<file path="src/hdl/segmented_focus_sharpness_top_assert.svh">
// Assertion helpers shared by the focus sharpness modules.
// Both expect clk and arst_n in scope.
`ifndef SEGMENTED_FOCUS_SHARPNESS_TOP_ASSERT_SVH
`define SEGMENTED_FOCUS_SHARPNESS_TOP_ASSERT_SVH

// same-cycle implication
`define SFS_ASSERT_NOW(lbl, ante, cons) \
	lbl: assert property (@(posedge clk) disable iff (!arst_n) (ante) |-> (cons)) \
		else $error("sfs assertion failed (same cycle)");

// next-cycle implication
`define SFS_ASSERT_NEXT(lbl, ante, cons) \
	lbl: assert property (@(posedge clk) disable iff (!arst_n) (ante) |=> (cons)) \
		else $error("sfs assertion failed (next cycle)");

`endif

</file>
<file path="src/hdl/sfs_pkg.sv">
`default_nettype none

package sfs_pkg;

	localparam int SAMPLE_W = 16;
	localparam int CH_W = 15;
	localparam int CHANNELS = 3;
	localparam int SQ_W = 2 * CH_W;
	localparam int SUM_W = 42;
	localparam int SEG_IDX_W = 3;
	localparam int FIRST_W = 13;
	localparam int LEN_W = 10;
	localparam int CFG_DATA_W = 13;
	localparam int CFG_INDEX_W = 1;

	localparam int DEF_SEGMENTS = 8;
	localparam int DEF_MAX_LINE_PIXELS = 8192;

	localparam logic [FIRST_W-1:0] FIRST_RESET = 13'd0;
	localparam logic [LEN_W-1:0] LEN_RESET = 10'd512;

	localparam logic [CFG_INDEX_W-1:0] REG_FIRST_PIXEL = 1'd0;
	localparam logic [CFG_INDEX_W-1:0] REG_SEGMENT_LENGTH = 1'd1;

	typedef struct packed {
		logic [SAMPLE_W-1:0] red_sample;
		logic [SAMPLE_W-1:0] green_sample;
		logic [SAMPLE_W-1:0] blue_sample;
		logic line_end;
	} pixel_t;

	typedef struct packed {
		logic [SEG_IDX_W-1:0] segment_index;
		logic [SUM_W-1:0] sharpness;
		logic last_segment;
	} result_t;

	// halved pixel, channel 0 is red
	typedef struct packed {
		logic [CHANNELS-1:0][CH_W-1:0] ch;
		logic line_end;
	} halved_t;

	// squared gradients plus segment bookkeeping for the accumulator
	typedef struct packed {
		logic [CHANNELS-1:0][SQ_W-1:0] sq;
		logic add;
		logic emit;
		logic line_end;
		logic [SEG_IDX_W-1:0] idx;
		logic last;
	} grad_t;

endpackage

`default_nettype wire

</file>
<file path="src/hdl/sfs_stream_if.sv">
`default_nettype none

interface sfs_stream_if #(
	parameter type payload_t = logic
);
	logic valid;
	logic ready;
	payload_t payload;

	modport source(output valid, output payload, input ready);
	modport sink(input valid, input payload, output ready);
endinterface

`default_nettype wire

</file>
<file path="src/hdl/sfs_grad.sv">
`default_nettype none
`include "segmented_focus_sharpness_top_assert.svh"

module sfs_grad #(
	parameter int SEGMENTS = sfs_pkg::DEF_SEGMENTS,
	parameter int MAX_LINE_PIXELS = sfs_pkg::DEF_MAX_LINE_PIXELS
) (
	input wire logic clk,
	input wire logic arst_n,
	input wire logic [sfs_pkg::FIRST_W-1:0] first_pixel,
	input wire logic [sfs_pkg::LEN_W-1:0] segment_length,
	input wire logic s1_valid,
	input wire sfs_pkg::halved_t s1,
	output logic s1_go,
	input wire logic s2_go,
	output logic s2_valid,
	output sfs_pkg::grad_t s2
);

	localparam int PosW = $clog2(MAX_LINE_PIXELS);
	localparam int SegW = $clog2(SEGMENTS + 1);
	localparam int FirstW = sfs_pkg::FIRST_W;
	localparam int CmpW = (PosW > FirstW) ? PosW : FirstW;
	localparam int LenW = sfs_pkg::LEN_W;
	localparam int ChW = sfs_pkg::CH_W;
	localparam int SqW = sfs_pkg::SQ_W;
	localparam int Chans = sfs_pkg::CHANNELS;
	localparam int IdxW = sfs_pkg::SEG_IDX_W;

	logic [PosW-1:0] pos_q;
	logic [SegW-1:0] seg_q;
	logic [LenW-1:0] off_q;
	logic [Chans-1:0][ChW-1:0] e0_q, e1_q;
	logic s2_valid_q;
	sfs_pkg::grad_t s2_q;

	logic in_seg, do_add, do_emit;
	logic [LenW-1:0] seg_end;
	logic [Chans-1:0][ChW-1:0] diff;
	logic [Chans-1:0][SqW-1:0] sq;

	assign s1_go = s1_valid && (!s2_valid_q || s2_go);
	assign s2_valid = s2_valid_q;
	assign s2 = s2_q;

	always_comb begin
		in_seg = (CmpW'(pos_q) >= CmpW'(first_pixel)) && (seg_q < SegW'(SEGMENTS));
		seg_end = segment_length - LenW'(1);
		do_add = in_seg && (off_q >= LenW'(2));
		do_emit = in_seg && (off_q == seg_end);
		for (int c = 0; c < Chans; c++) begin
			diff[c] = (s1.ch[c] >= e1_q[c]) ? (s1.ch[c] - e1_q[c]) : (e1_q[c] - s1.ch[c]);
			sq[c] = SqW'(diff[c]) * SqW'(diff[c]);
		end
	end

	always_ff @(posedge clk or negedge arst_n) begin
		if (!arst_n) begin
			pos_q <= '0;
			seg_q <= '0;
			off_q <= '0;
			e0_q <= '0;
			e1_q <= '0;
			s2_valid_q <= 1'b0;
		end else begin
			if (s2_go)
				s2_valid_q <= 1'b0;
			if (s1_go) begin
				s2_valid_q <= 1'b1;
				if (in_seg) begin
					if (do_emit) begin
						seg_q <= seg_q + SegW'(1);
						off_q <= '0;
					end else begin
						off_q <= off_q + LenW'(1);
					end
				end
				e1_q <= e0_q;
				e0_q <= s1.ch;
				if (pos_q < PosW'(MAX_LINE_PIXELS - 1))
					pos_q <= pos_q + PosW'(1);
				if (s1.line_end) begin
					pos_q <= '0;
					seg_q <= '0;
					off_q <= '0;
					e0_q <= '0;
					e1_q <= '0;
				end
			end
		end
	end

	always_ff @(posedge clk) begin
		if (s1_go) begin
			s2_q.sq <= sq;
			s2_q.add <= do_add;
			s2_q.emit <= do_emit;
			s2_q.line_end <= s1.line_end;
			s2_q.idx <= IdxW'(seg_q);
			s2_q.last <= (seg_q == SegW'(SEGMENTS - 1));
		end
	end

	`SFS_ASSERT_NOW(a_seg_bound, 1'b1, seg_q <= SegW'(SEGMENTS))
	`SFS_ASSERT_NEXT(a_line_clear, s1_go && s1.line_end,
		pos_q == '0 && seg_q == '0 && off_q == '0)

endmodule

`default_nettype wire

</file>
<file path="src/hdl/sfs_accum.sv">
`default_nettype none
`include "segmented_focus_sharpness_top_assert.svh"

module sfs_accum (
	input wire logic clk,
	input wire logic arst_n,
	input wire logic s2_valid,
	input wire sfs_pkg::grad_t s2,
	output logic s2_go,
	sfs_stream_if.source result
);

	localparam int SumW = sfs_pkg::SUM_W;
	localparam int SqW = sfs_pkg::SQ_W;
	localparam int AddW = SqW + 2;

	logic [SumW-1:0] sum_q;
	logic out_valid_q;
	sfs_pkg::result_t out_q;

	logic [AddW-1:0] add_val;
	logic [SumW-1:0] total;

	assign result.valid = out_valid_q;
	assign result.payload = out_q;

	// an emitting item needs the output register free; others pass freely
	assign s2_go = s2_valid && (!s2.emit || !out_valid_q || result.ready);

	always_comb begin
		add_val = AddW'(s2.sq[0]) + AddW'(s2.sq[1]) + AddW'(s2.sq[2]);
		total = sum_q + (s2.add ? SumW'(add_val) : '0);
	end

	always_ff @(posedge clk or negedge arst_n) begin
		if (!arst_n) begin
			sum_q <= '0;
			out_valid_q <= 1'b0;
		end else begin
			if (result.valid && result.ready)
				out_valid_q <= 1'b0;
			if (s2_go) begin
				if (s2.emit) begin
					out_valid_q <= 1'b1;
					sum_q <= '0;
				end else begin
					sum_q <= total;
				end
				if (s2.line_end)
					sum_q <= '0;
			end
		end
	end

	always_ff @(posedge clk) begin
		if (s2_go && s2.emit) begin
			out_q.segment_index <= s2.idx;
			out_q.sharpness <= total;
			out_q.last_segment <= s2.last;
		end
	end

	`SFS_ASSERT_NEXT(a_sum_clear_emit, s2_go && s2.emit, sum_q == '0)
	`SFS_ASSERT_NEXT(a_sum_clear_line, s2_go && s2.line_end, sum_q == '0)

endmodule

`default_nettype wire

</file>
<file path="src/hdl/segmented_focus_sharpness_top.sv">
// Segmented focus sharpness measure for a line-scan RGB sensor.
// pixel channel: one RGB pixel per transfer (three 16-bit samples and a
// line_end flag). result channel: one transfer per finished segment with
// its index, the 42-bit sum of squared two-apart gradients and a flag on
// the last segment. The user must write configuration (first_pixel,
// segment_length) through cfg_we/cfg_index/cfg_data only while the
// block is idle; the block itself does not enforce this. Throughput: one
// pixel per cycle while no segment-ending pixel waits for the output
// register. An accepted pixel passes through the input register, then
// the square stage, then the accumulator and output register.
// The output register decouples the channels: while a result waits, pixels
// that end no segment keep flowing; a segment-ending pixel waits in the
// square stage until the output register is free, and the input stalls
// behind it.
// Reset clears the line position, segment counters, pixel history and the
// running sum, and sets first_pixel to 0 and segment_length to 512.
`default_nettype none

module segmented_focus_sharpness_top #(
	parameter int SEGMENTS = sfs_pkg::DEF_SEGMENTS,
	parameter int MAX_LINE_PIXELS = sfs_pkg::DEF_MAX_LINE_PIXELS
) (
	input wire logic clk,
	input wire logic arst_n,
	input wire logic cfg_we,
	input wire logic [sfs_pkg::CFG_INDEX_W-1:0] cfg_index,
	input wire logic [sfs_pkg::CFG_DATA_W-1:0] cfg_data,
	sfs_stream_if.sink pixel,
	sfs_stream_if.source result
);

	localparam int ChW = sfs_pkg::CH_W;
	localparam int LenW = sfs_pkg::LEN_W;
	localparam int FirstW = sfs_pkg::FIRST_W;

	logic [FirstW-1:0] first_q;
	logic [LenW-1:0] len_q;

	logic s1_valid_q;
	sfs_pkg::halved_t s1_q;
	sfs_pkg::pixel_t pix;
	logic s1_go, s2_go, s2_valid;
	sfs_pkg::grad_t s2;
	logic accept;

	assign pix = pixel.payload;
	assign pixel.ready = !s1_valid_q || s1_go;
	assign accept = pixel.valid && pixel.ready;

	always_ff @(posedge clk or negedge arst_n) begin
		if (!arst_n) begin
			first_q <= sfs_pkg::FIRST_RESET;
			len_q <= sfs_pkg::LEN_RESET;
		end else if (cfg_we) begin
			unique case (cfg_index)
				sfs_pkg::REG_FIRST_PIXEL: first_q <= FirstW'(cfg_data);
				sfs_pkg::REG_SEGMENT_LENGTH: len_q <= LenW'(cfg_data);
				default: ;
			endcase
		end
	end

	always_ff @(posedge clk or negedge arst_n) begin
		if (!arst_n)
			s1_valid_q <= 1'b0;
		else if (accept)
			s1_valid_q <= 1'b1;
		else if (s1_go)
			s1_valid_q <= 1'b0;
	end

	always_ff @(posedge clk) begin
		if (accept) begin
			s1_q.ch[0] <= ChW'(pix.red_sample >> 1);
			s1_q.ch[1] <= ChW'(pix.green_sample >> 1);
			s1_q.ch[2] <= ChW'(pix.blue_sample >> 1);
			s1_q.line_end <= pix.line_end;
		end
	end

	sfs_grad #(
		.SEGMENTS(SEGMENTS),
		.MAX_LINE_PIXELS(MAX_LINE_PIXELS)
	) u_grad (
		.clk(clk),
		.arst_n(arst_n),
		.first_pixel(first_q),
		.segment_length(len_q),
		.s1_valid(s1_valid_q),
		.s1(s1_q),
		.s1_go(s1_go),
		.s2_go(s2_go),
		.s2_valid(s2_valid),
		.s2(s2)
	);

	sfs_accum u_accum (
		.clk(clk),
		.arst_n(arst_n),
		.s2_valid(s2_valid),
		.s2(s2),
		.s2_go(s2_go),
		.result(result)
	);

endmodule

`default_nettype wire
</file>
<file path="src/flat_wrapper.sv">
// flat-port wrapper written by rule: the top's interface ports become plain ports
module segmented_focus_sharpness_top_flat 
#(
	parameter int SEGMENTS = sfs_pkg::DEF_SEGMENTS,
	parameter int MAX_LINE_PIXELS = sfs_pkg::DEF_MAX_LINE_PIXELS
)
  (clk, arst_n, cfg_we, cfg_index, cfg_data, pixel_valid, pixel_payload, pixel_ready, result_valid, result_payload, result_ready);
  sfs_stream_if pixel_i ();
  sfs_stream_if result_i ();
  input wire logic clk;
  input wire logic arst_n;
  input wire logic cfg_we;
  input wire logic [sfs_pkg::CFG_INDEX_W-1:0] cfg_index;
  input wire logic [sfs_pkg::CFG_DATA_W-1:0] cfg_data;
  input wire logic [$bits(pixel_i.valid)-1:0] pixel_valid;
  input wire logic [$bits(pixel_i.payload)-1:0] pixel_payload;
  output wire logic [$bits(pixel_i.ready)-1:0] pixel_ready;
  output wire logic [$bits(result_i.valid)-1:0] result_valid;
  output wire logic [$bits(result_i.payload)-1:0] result_payload;
  input wire logic [$bits(result_i.ready)-1:0] result_ready;
  assign pixel_i.valid = pixel_valid;
  assign pixel_i.payload = pixel_payload;
  assign pixel_ready = pixel_i.ready;
  assign result_valid = result_i.valid;
  assign result_payload = result_i.payload;
  assign result_i.ready = result_ready;
  segmented_focus_sharpness_top #(.SEGMENTS(SEGMENTS), .MAX_LINE_PIXELS(MAX_LINE_PIXELS)) u_core (.clk(clk), .arst_n(arst_n), .cfg_we(cfg_we), .cfg_index(cfg_index), .cfg_data(cfg_data), .pixel(pixel_i), .result(result_i));
endmodule
</file>
<file path="config.mk">
export PLATFORM = sky130hd
export DESIGN_NAME = segmented_focus_sharpness_top_flat
export DESIGN_NICKNAME = d
export VERILOG_FILES = /design/src/hdl/sfs_pkg.sv /design/src/hdl/sfs_stream_if.sv /design/src/hdl/sfs_grad.sv /design/src/hdl/sfs_accum.sv /design/src/hdl/segmented_focus_sharpness_top.sv /design/src/flat_wrapper.sv
export VERILOG_INCLUDE_DIRS = /design/src /design/src/hdl
export SDC_FILE = /design/constraint.sdc
export NUM_CORES = 1
export LEC_CHECK = 0
export BUFFER_PORTS_ARGS = -buffer_cell sky130_fd_sc_hd__clkbuf_2
export CORE_ASPECT_RATIO = 0.8
export CORE_MARGIN = 2
export CORE_UTILIZATION = 65
export DETAILED_ROUTE_END_ITERATION = 16
export PLACE_DENSITY = 0.85
export SLEW_MARGIN = 20
export SYNTH_ARGS = -nofsm -noshare
export SYNTH_HDL_FRONTEND = slang
export SYNTH_SLANG_ARGS = --single-unit
</file>
<file path="constraint.sdc">
create_clock -name clk -period 6.9 [get_ports clk]
set_input_delay 0.345 -clock clk [delete_from_list [all_inputs] [get_ports clk]]
set_output_delay 0.345 -clock clk [all_outputs]
set_load 0.005 [all_outputs]
</file>
[Word level (Yosys, flattened, before mapping)]
Cells that the tools add are included.
Storage, ports and cells
  flip-flop bits (word level): 57
  input port bits: 20
  word-level logic and storage cells: 62
Operators by class
  $add $sub $neg: 4
  order comparisons: 3
  eq/ne operators: 2
  multiplexer cells: 15
  bitwise logic cells: 1
  reductions and logical operators: 25
Operator list (number)
  2-to-1 mux 10 bit: 3
  2-to-1 mux 13 bit: 2
  adder 13 x 1 -> 13 bit (second input constant): 1
  greater-or-equal comparator 13 bit: 1
  < comparator 13 bit (second input constant): 1
  2-to-1 mux 4 bit: 3
  adder 10 x 1 -> 10 bit (second input constant): 1
  == test 10 bit: 1
  nonzero test 2 bit: 5
  subtractor 10 x 1 -> 10 bit (second input constant): 1
  AND reduction 2 bit: 4
  logical AND 1 bit: 7
  2-to-1 mux 1 bit: 7
  adder 4 x 1 -> 4 bit (second input constant): 1
  == test 4 x 3 -> 1 bit (second input constant): 1
  zero test 1 bit: 4
  logical OR 1 bit: 4
  < comparator 4 bit (second input constant): 1
  AND reduction 3 bit: 1
  NOT 1 bit: 1

[Longest topological paths before layout]
Gate-level depths: netlist of run 1.
  word-level depth: 9
  gate-level depth with buffers: 11

[Modules after synthesis]
From an unflattened synthesis of run 1, not the netlist that was laid out.
Unflattened totals
  cell total of the unflattened synthesis: 3400
  area, all modules: 32235.9 µm²
By module, submodules not included
  sfs_grad: instances 1, cells each 3338, area an instance 31151.1 µm²
  segmented_focus_sharpness_top: instances 1, cells each 55, area an instance 991.0 µm²
  sfs_accum: instances 1, cells each 7, area an instance 93.8 µm²

[Worst setup path after synthesis of run 1]
OpenSTA, ideal clock, no wires.
  kind: register to register
  start: register u_core.len_q[0]
  end: register u_core.u_grad.seg_q[2]
  library setup time: 126 ps
  data arrival time: 2285 ps
  required time: 6774 ps
  path slack: 4489 ps
  cell stages (with the launch flop): 11
  buffers on the path: 1
  clock period less this slack: 2411 ps
  cell sequence: dfrtp_1 -> buf_2 -> inv_1 -> ha_1 -> nor4b_4 -> nand3b_1 -> o32a_1 -> a22oi_4 -> nand4b_1 -> or2_0 -> a221o_1
On the way
  word-level cells in the longest chain between the ends: 5
Ends and longest elaborated chain
  from (decl): RTL line segmented_focus_sharpness_top.sv:37  | logic [LenW-1:0] len_q;
  from (signal assigned): RTL line segmented_focus_sharpness_top.sv:53  | len_q <= sfs_pkg::LEN_RESET;
  from (signal assigned): RTL line segmented_focus_sharpness_top.sv:57  | sfs_pkg::REG_SEGMENT_LENGTH: len_q <= LenW'(cfg_data);
  subtractor 10 x 1 -> 10 bit: RTL line sfs_grad.sv:48  | seg_end = segment_length - LenW'(1);
  == test 10 bit: RTL line sfs_grad.sv:50  | do_emit = in_seg && (off_q == seg_end);
  logical AND 1 bit: RTL line sfs_grad.sv:50
  nonzero test 2 bit (no source line)
  AND reduction 3 bit (no source line)
  to (signal assigned): RTL line sfs_grad.sv:72  | seg_q <= seg_q + SegW'(1);
  to (decl): RTL line sfs_grad.sv:31  | logic [SegW-1:0] seg_q;
Every way passes these cells.
A chain may end at the register's enable or synchronous reset.

[Worst setup path in the final report of run 1]
  start: register u_core.len_q[0]
  end: register u_core.u_grad.off_q[5]
On the way
  word-level cells in the longest chain between the ends: 6
Ends and longest elaborated chain
  subtractor 10 x 1 -> 10 bit: RTL line sfs_grad.sv:48
  == test 10 bit: RTL line sfs_grad.sv:50
  logical AND 1 bit: RTL line sfs_grad.sv:50
  2-to-1 mux 10 bit: RTL line sfs_grad.sv:71  | if (do_emit) begin
  2-to-1 mux 10 bit: RTL line sfs_grad.sv:70  | if (in_seg) begin
  2-to-1 mux 10 bit: RTL line sfs_grad.sv:82  | if (s1.line_end) begin
  to (signal assigned): RTL line sfs_grad.sv:75  | off_q <= off_q + LenW'(1);
  to (decl): RTL line sfs_grad.sv:32  | logic [LenW-1:0] off_q;
Every way passes these cells. The select of a mux whose other input is x is not followed.

==> results.cfg, run 1 <==
[detailed_routing]
wirelength_mm = 6.86
vias = 2643
drt_iter0_markers = 134
drtPass1Iterations = 4
ant_nets = 0
detail_route.wl_per_cell_um = 15.8
vias_per_cell = 6.08
drc = 0

[worst_setup_path]
cp_max_fo = 11
r2r_setup_slack_ps = 4160
r2r_end = u_core.u_grad.off_q[5]
cp.arrival_ps = 2930
cp_data_required_time_ps = 7090
cp.depth = 9
reg2reg_depth = 9
crit_start = u_core.len_q[0]
slowest_delay_ps = 510
cp-end-kind = register
crit_chain = inv_1 -> ha_1 -> nor4b_4 -> nand3b_1 -> o32a_1 -> a22oi_4 -> nand3b_2 -> o21ai_2 -> a22oi_1
worst_path_max_delay_cell = dfrtp_1
cp-endpoint = u_core.u_grad.off_q[5]
startpoint_type = register
critical-path-top-delay-family = compound AO/OA/AOI/OAI gates
worstSetupPathType = reg -> reg
path_buf_inv = 1
reg2reg_from = u_core.len_q[0]

[power]
leakagePower_nw = 1.64
power_density_nw_per_um2 = 232
ir_worst_vdd_mv = 0.184

[placement]
portBuffers = 22
place_congestion = 0.791
post-dp-hpwl_mm = 4.86

[synthesis]
avgSynthCellArea_um2 = 9.68
synth-async-reset-ratio_pct = 93.0
synth.net_count = 383
synth_flop_cell = dfrtp_1
synth_cell_type_count = 62
syn_area_um2 = 3350
synth_edf_count = 4
yosysSeqAreaShare_pct = 43.2
ys_ff_latch = 57
synthCells = 346
yosysWarnings = 0

[global_route]
antenna_found_initial = 0
globalRouteOverflowTotal = 0
track_usage_pct = 25.6
grt_max_degree = 54
grt_pass1_wl_mm = 11.2
grt_pass1_vias = 2434

[clocking]
worstSkewPairLatency_ps = 340
cts_tree = built
clock-sinks = 57
cts_setup_buffers = 0
h-tree-depth = 3
cts.repair.resized = 0
hold_buffers = 0
clk_pin_slew_ps = 70
cts_made_buffers = 9
cts_root_buf = clkbuf_8
clock_path_buffers = 2

[sta]
whs_ps = 108
rsz0062_at_grt = no
worst_slew_pin_slew_ps = 787
max-slew-margin-rel_pct = 47.3
hold_violations = 0
finalCritPeriodShare_pct = 39.7
setup_viol = 0
final.min_clock_period_ps = 2740
skew_ps = 10.9
drv_slew = 0
final.setup.tns_ps = 0
fmax_ghz = 0.365

[floorplanning]
ios = 23
core_area_um2 = 4980
die_w_um = 84.3
start_util_pct = 67.3
row_count = 23
dieHeight_um = 68.2
die_area_um2 = 5750

[cells_and_area]
final_cell_mix = dfrtp_1, nand2_1, o21ai_0
layout_commonest_cell = dfrtp_1
layout.nets = 405
drive_gt1_share_pct = 17.2
antenna_cells = 0
area_growth_pct = 10.8
fill_cells = 368

[run_status]
outcome = finished, final reports clean

[hold_path]
hold_path_class = in -> async

[run]
cap_violations = 0
## stage by stage
step | cell area (µm²) | power [W] | setup slack [ps] | util (%) | instances
after floorplan | 3350 | 0.000484 | 4490 | - | 346
after global placement | 3490 | 0.000514 | 4200 | 70.1 | 419
after detailed placement | 3490 | 0.000522 | 4080 | 70.1 | 419
after CTS | 3710 | 0.000864 | 4040 | 74.4 | 435
after global routing | 3710 | 0.000897 | 3960 | 74.5 | 435
final | 3710 | 0.000859 | 4160 | 74.5 | 435
## routing by layer
metal | vias to the layer above | routed length [µm] | part of all wire, % | track usage, %
li1 | 1300 | - | - | -
met5 | - | 0 | 0 | 0
met3 | 13 | 247 | 3.6 | 5.19
met1 | 1289 | 3220 | 47 | 32.8
met2 | 41 | 3240 | 47 | 41.5
met4 | 0 | 153 | 2.2 | 14.5
## final cells by class
cell class / count / area (µm²) / area share [%]
clock buffers: 13 / 149 / 4.01
flip-flops and latches: 57 / 1450 / 39.0
clock inverters: 3 / 65.1 / 1.75
repair buffers: 24 / 125 / 3.37
multi-input cells: 250 / 1750 / 47.1
inverters: 26 / 97.6 / 2.63
well taps: 62 / 77.6 / 2.09
## sequential cells by signal, indices dropped and copies added, names as in the netlist
| register | count |
|---|---|
| u_core.first_q | 13 |
| u_core.len_q | 10 |
| u_core.s1_q | 1 |
| u_core.s1_valid_q | 1 |
| u_core.u_accum.result.payload | 1 |
| u_core.u_accum.result.valid | 1 |
| u_core.u_grad.off_q | 10 |
| u_core.u_grad.pos_q | 13 |
| u_core.u_grad.s2 | 2 |
| u_core.u_grad.s2_valid | 1 |
| u_core.u_grad.seg_q | 4 |
## cells by family (layout without fill, tap and decap cells)
family	Yosys count	after routing	synth area share [%]
XOR/XNOR	14	14	3.66
multiplexers	11	11	3.70
buffers and inverters	39	66	4.71
adder cells (fa/ha/maj)	17	17	6.35
AND/OR/NAND/NOR	126	126	21.3
AO/OA/AOI/OAI	82	82	17.1
flip-flops	57	57	43.2
## cell usage after synthesis, drive strengths merged, types with 2 or more instances
| cell | count | area share (%) |
|---|---|---|
| dfrtp | 52 | 39 |
| nand2 | 32 | 3.6 |
| o21ai | 31 | 4.7 |
| inv | 25 | 2.8 |
| ha | 17 | 6.4 |
| nor2 | 16 | 1.8 |
| or3 | 14 | 2.6 |
| a21oi | 13 | 1.9 |
| nor3 | 12 | 2.1 |
| mux2 | 11 | 3.7 |
| clkbuf | 10 | 1.2 |
| nand3 | 9 | 1.3 |
| a22oi | 7 | 2.0 |
| xnor2 | 7 | 1.8 |
| xor2 | 7 | 1.8 |
| nand4 | 6 | 1.1 |
| nor2b | 6 | 1.2 |
| o31ai | 5 | 1.1 |
| edfxtp | 4 | 3.6 |
| nand3b | 4 | 1.0 |
| nor4 | 4 | 0.93 |
| or2 | 4 | 0.75 |
| a221o | 3 | 0.90 |
| a2bb2oi | 3 | 0.78 |
| buf | 3 | 0.64 |
| nand2b | 3 | 0.56 |
| nor3b | 3 | 0.67 |
| nor4b | 3 | 1.2 |
| o211a | 3 | 0.90 |
| or4 | 3 | 0.67 |
| a211oi | 2 | 0.45 |
| a21boi | 2 | 0.45 |
| a311o | 2 | 0.60 |
| and4 | 2 | 0.52 |
| nand4b | 2 | 0.52 |
| o21bai | 2 | 0.90 |
| o31a | 2 | 0.56 |
## power by group
part | leakage (nW) | total, W | switching, W | internal, W
combinational | 0.806 | 0.000121 | 0.0000676 | 0.0000532
clock | 0.108 | 0.000342 | 0.000129 | 0.000213
sequential | 0.724 | 0.000397 | 0.0000323 | 0.000364
## worst min-delay path by stage
stage,depth (start not counted),from,slack [ps],to
final,2,arst_n,110,u_core.u_grad.off_q[4]
after global routing,2,arst_n,170,u_core.u_grad.off_q[7]
after CTS,2,arst_n,140,u_core.u_grad.off_q[4]
after detailed placement,0,u_core.u_grad.s2[0],450,u_core.u_accum.result.payload
after global placement,0,u_core.u_grad.s2[0],420,u_core.u_accum.result.payload
after floorplan,0,arst_n,50,u_core.first_q[0]
(Power assumes the default switching activity.)
==> run 2: changes to the inputs <==
- CORE_UTILIZATION: 65 -> 60
- PLACE_DENSITY: 0.85 -> 0.79
- clock period: 6.9 -> 2.8 ns (I/O delays scaled with it)
==> results.cfg, run 2 (synthesis results as in run 1) <==
[run_status]
outcome = finished, final reports clean

[detailed_routing]
drt_iter0_markers = 142
drtPass1Iterations = 4
detail_route.wl_per_cell_um = 15.6
vias_per_cell = 6.03
vias = 2684
drc = 0
wirelength_mm = 6.95
ant_nets = 0

[global_route]
antenna_found_initial = 0
grt_pass1_vias = 2521
globalRouteOverflowTotal = 0
grt_max_degree = 38
grt_pass1_wl_mm = 11.6
track_usage_pct = 24.0

[floorplanning]
core_area_um2 = 5410
start_util_pct = 62.0
dieHeight_um = 70.8
die_w_um = 87.5
die_area_um2 = 6200
row_count = 24
ios = 23

[worst_setup_path]
reg2reg_depth = 9
cp-end-kind = register
worstSetupPathType = reg -> reg
reg2reg_from = u_core.len_q[1]
path_buf_inv = 1
r2r_setup_slack_ps = 200
crit_chain = inv_1 -> ha_1 -> nor4b_4 -> nand3b_1 -> o32a_1 -> a22oi_4 -> nand4b_1 -> or2_0 -> a221o_1
startpoint_type = register
critical-path-top-delay-family = compound AO/OA/AOI/OAI gates
cp.arrival_ps = 2820
worst_path_max_delay_cell = dfrtp_1
cp_max_fo = 10
crit_start = u_core.len_q[1]
cp.depth = 9
cp_data_required_time_ps = 3020
slowest_delay_ps = 480
cp-endpoint = u_core.u_grad.seg_q[2]
r2r_end = u_core.u_grad.seg_q[2]

[clocking]
worstSkewPairLatency_ps = 340
cts_root_buf = clkbuf_8
cts_tree = built
clk_pin_slew_ps = 70
cts_made_buffers = 9
clock-sinks = 57
cts_setup_buffers = 0
h-tree-depth = 3
clock_path_buffers = 2

[power]
power_density_nw_per_um2 = 561
pwr-share-seq_pct = 45.8
power_switching_w = 0.000577
p_comb_share_pct = 14.7
leakagePower_nw = 1.68
p_int_w = 0.00155
ir_worst_vdd_mv = 0.422
p_clk_share_pct = 39.5
sw_frac_of_total_pct = 27.2

[sta]
skew_ps = 6.76
final.setup.tns_ps = 0
whs_ps = 18.6
hold_violations = 0
drv_slew = 0
fin_ws_ps = 200
finalCritPeriodShare_pct = 92.9
setup_viol = 0
fmax_ghz = 0.385
final.min_clock_period_ps = 2600
max-slew-margin-rel_pct = 45.9
worst_slew_pin_slew_ps = 808
rsz0062_at_grt = no

[cells_and_area]
area_growth_pct = 13.1
drive_gt1_share_pct = 18.4
final_cell_mix = dfrtp_1, nand2_1, o21ai_0
top_regs = u_core.first_q: 13 flops, u_core.u_grad.pos_q: 13 flops
layout.nets = 412
antenna_cells = 0
layout_commonest_cell = dfrtp_1
fill_cells = 422

[run]
cap_violations = 0

[placement]
post-dp-hpwl_mm = 5.02
place_congestion = 0.876
place_ws_ps = 183
portBuffers = 22

[hold_path]
holdPathStages = 3
hold_path_class = in -> reg
hold_start = cfg_data[11]
run 2: layout make-up:
class	count	area, µm²	area share, %
multi-input cells	250	1750	46.3
well taps	65	81.3	2.15
flip-flops and latches	57	1450	38.2
inverters	26	97.6	2.58
repair buffers	31	185	4.89
clock buffers	12	176	4.66
clock inverters	4	47.5	1.26
run 2: power by group through the flow:
stage	logic (W)	clock network [W]	registers [W]
2_1_floorplan	0.000237	0	0.000955
3_3_place_gp	0.000296	0	0.000981
3_5_place_dp	0.000307	0	0.000985
4_1_cts	0.000313	0.000854	0.000971
5_1_grt	0.000358	0.000893	0.000980
6_report	0.000313	0.000839	0.000972
run 2: worst min-delay path by stage:
| stage | endpoint | slack (ps) |
|---|---|---|
| 2_1_floorplan | u_core.first_q[0] | -160 |
| 3_3_place_gp | u_core.u_accum.result.valid | 90 |
| 3_5_place_dp | u_core.u_grad.s2_valid | 90 |
| 4_1_cts | u_core.first_q[11] | 1 |
| 5_1_grt | u_core.s1_valid_q | 10 |
| 6_report | u_core.first_q[11] | 20 |
run 2: per-layer routing:
| layer | global-route usage (%) | up-vias | routed length (µm) |
|---|---|---|---|
| met5 | 0 | - | 0 |
| met2 | 38.0 | 50 | 3290 |
| met1 | 32.4 | 1311 | 3290 |
| met4 | 6.84 | 0 | 60 |
| met3 | 6.88 | 7 | 309 |
| li1 | - | 1316 | - |
run 2: per-stage QoR:
| step | util (%) | instance area (µm²) | power (W) | instances |
|---|---|---|---|---|
| floorplan | - | 3350 | 0.00119 | 346 |
| global placement | 65.2 | 3530 | 0.00128 | 426 |
| detailed placement | 65.2 | 3530 | 0.00129 | 426 |
| CTS | 69.9 | 3780 | 0.00214 | 445 |
| global route | 70.1 | 3790 | 0.00223 | 445 |
| finish | 70.1 | 3790 | 0.00212 | 445 |
run 2: worst min-delay path, stage by stage:
cell	delay, ps
clkbuf_2	70
nand2_1	40
o21ai_0	60
run 2: what timing repair did:
action / in CTS / in global routing
setup endpoints to repair: 0 / 3
hold buffers: 3 / 0
hold endpoints to repair: 18 / 0
resized for setup: 0 / 1
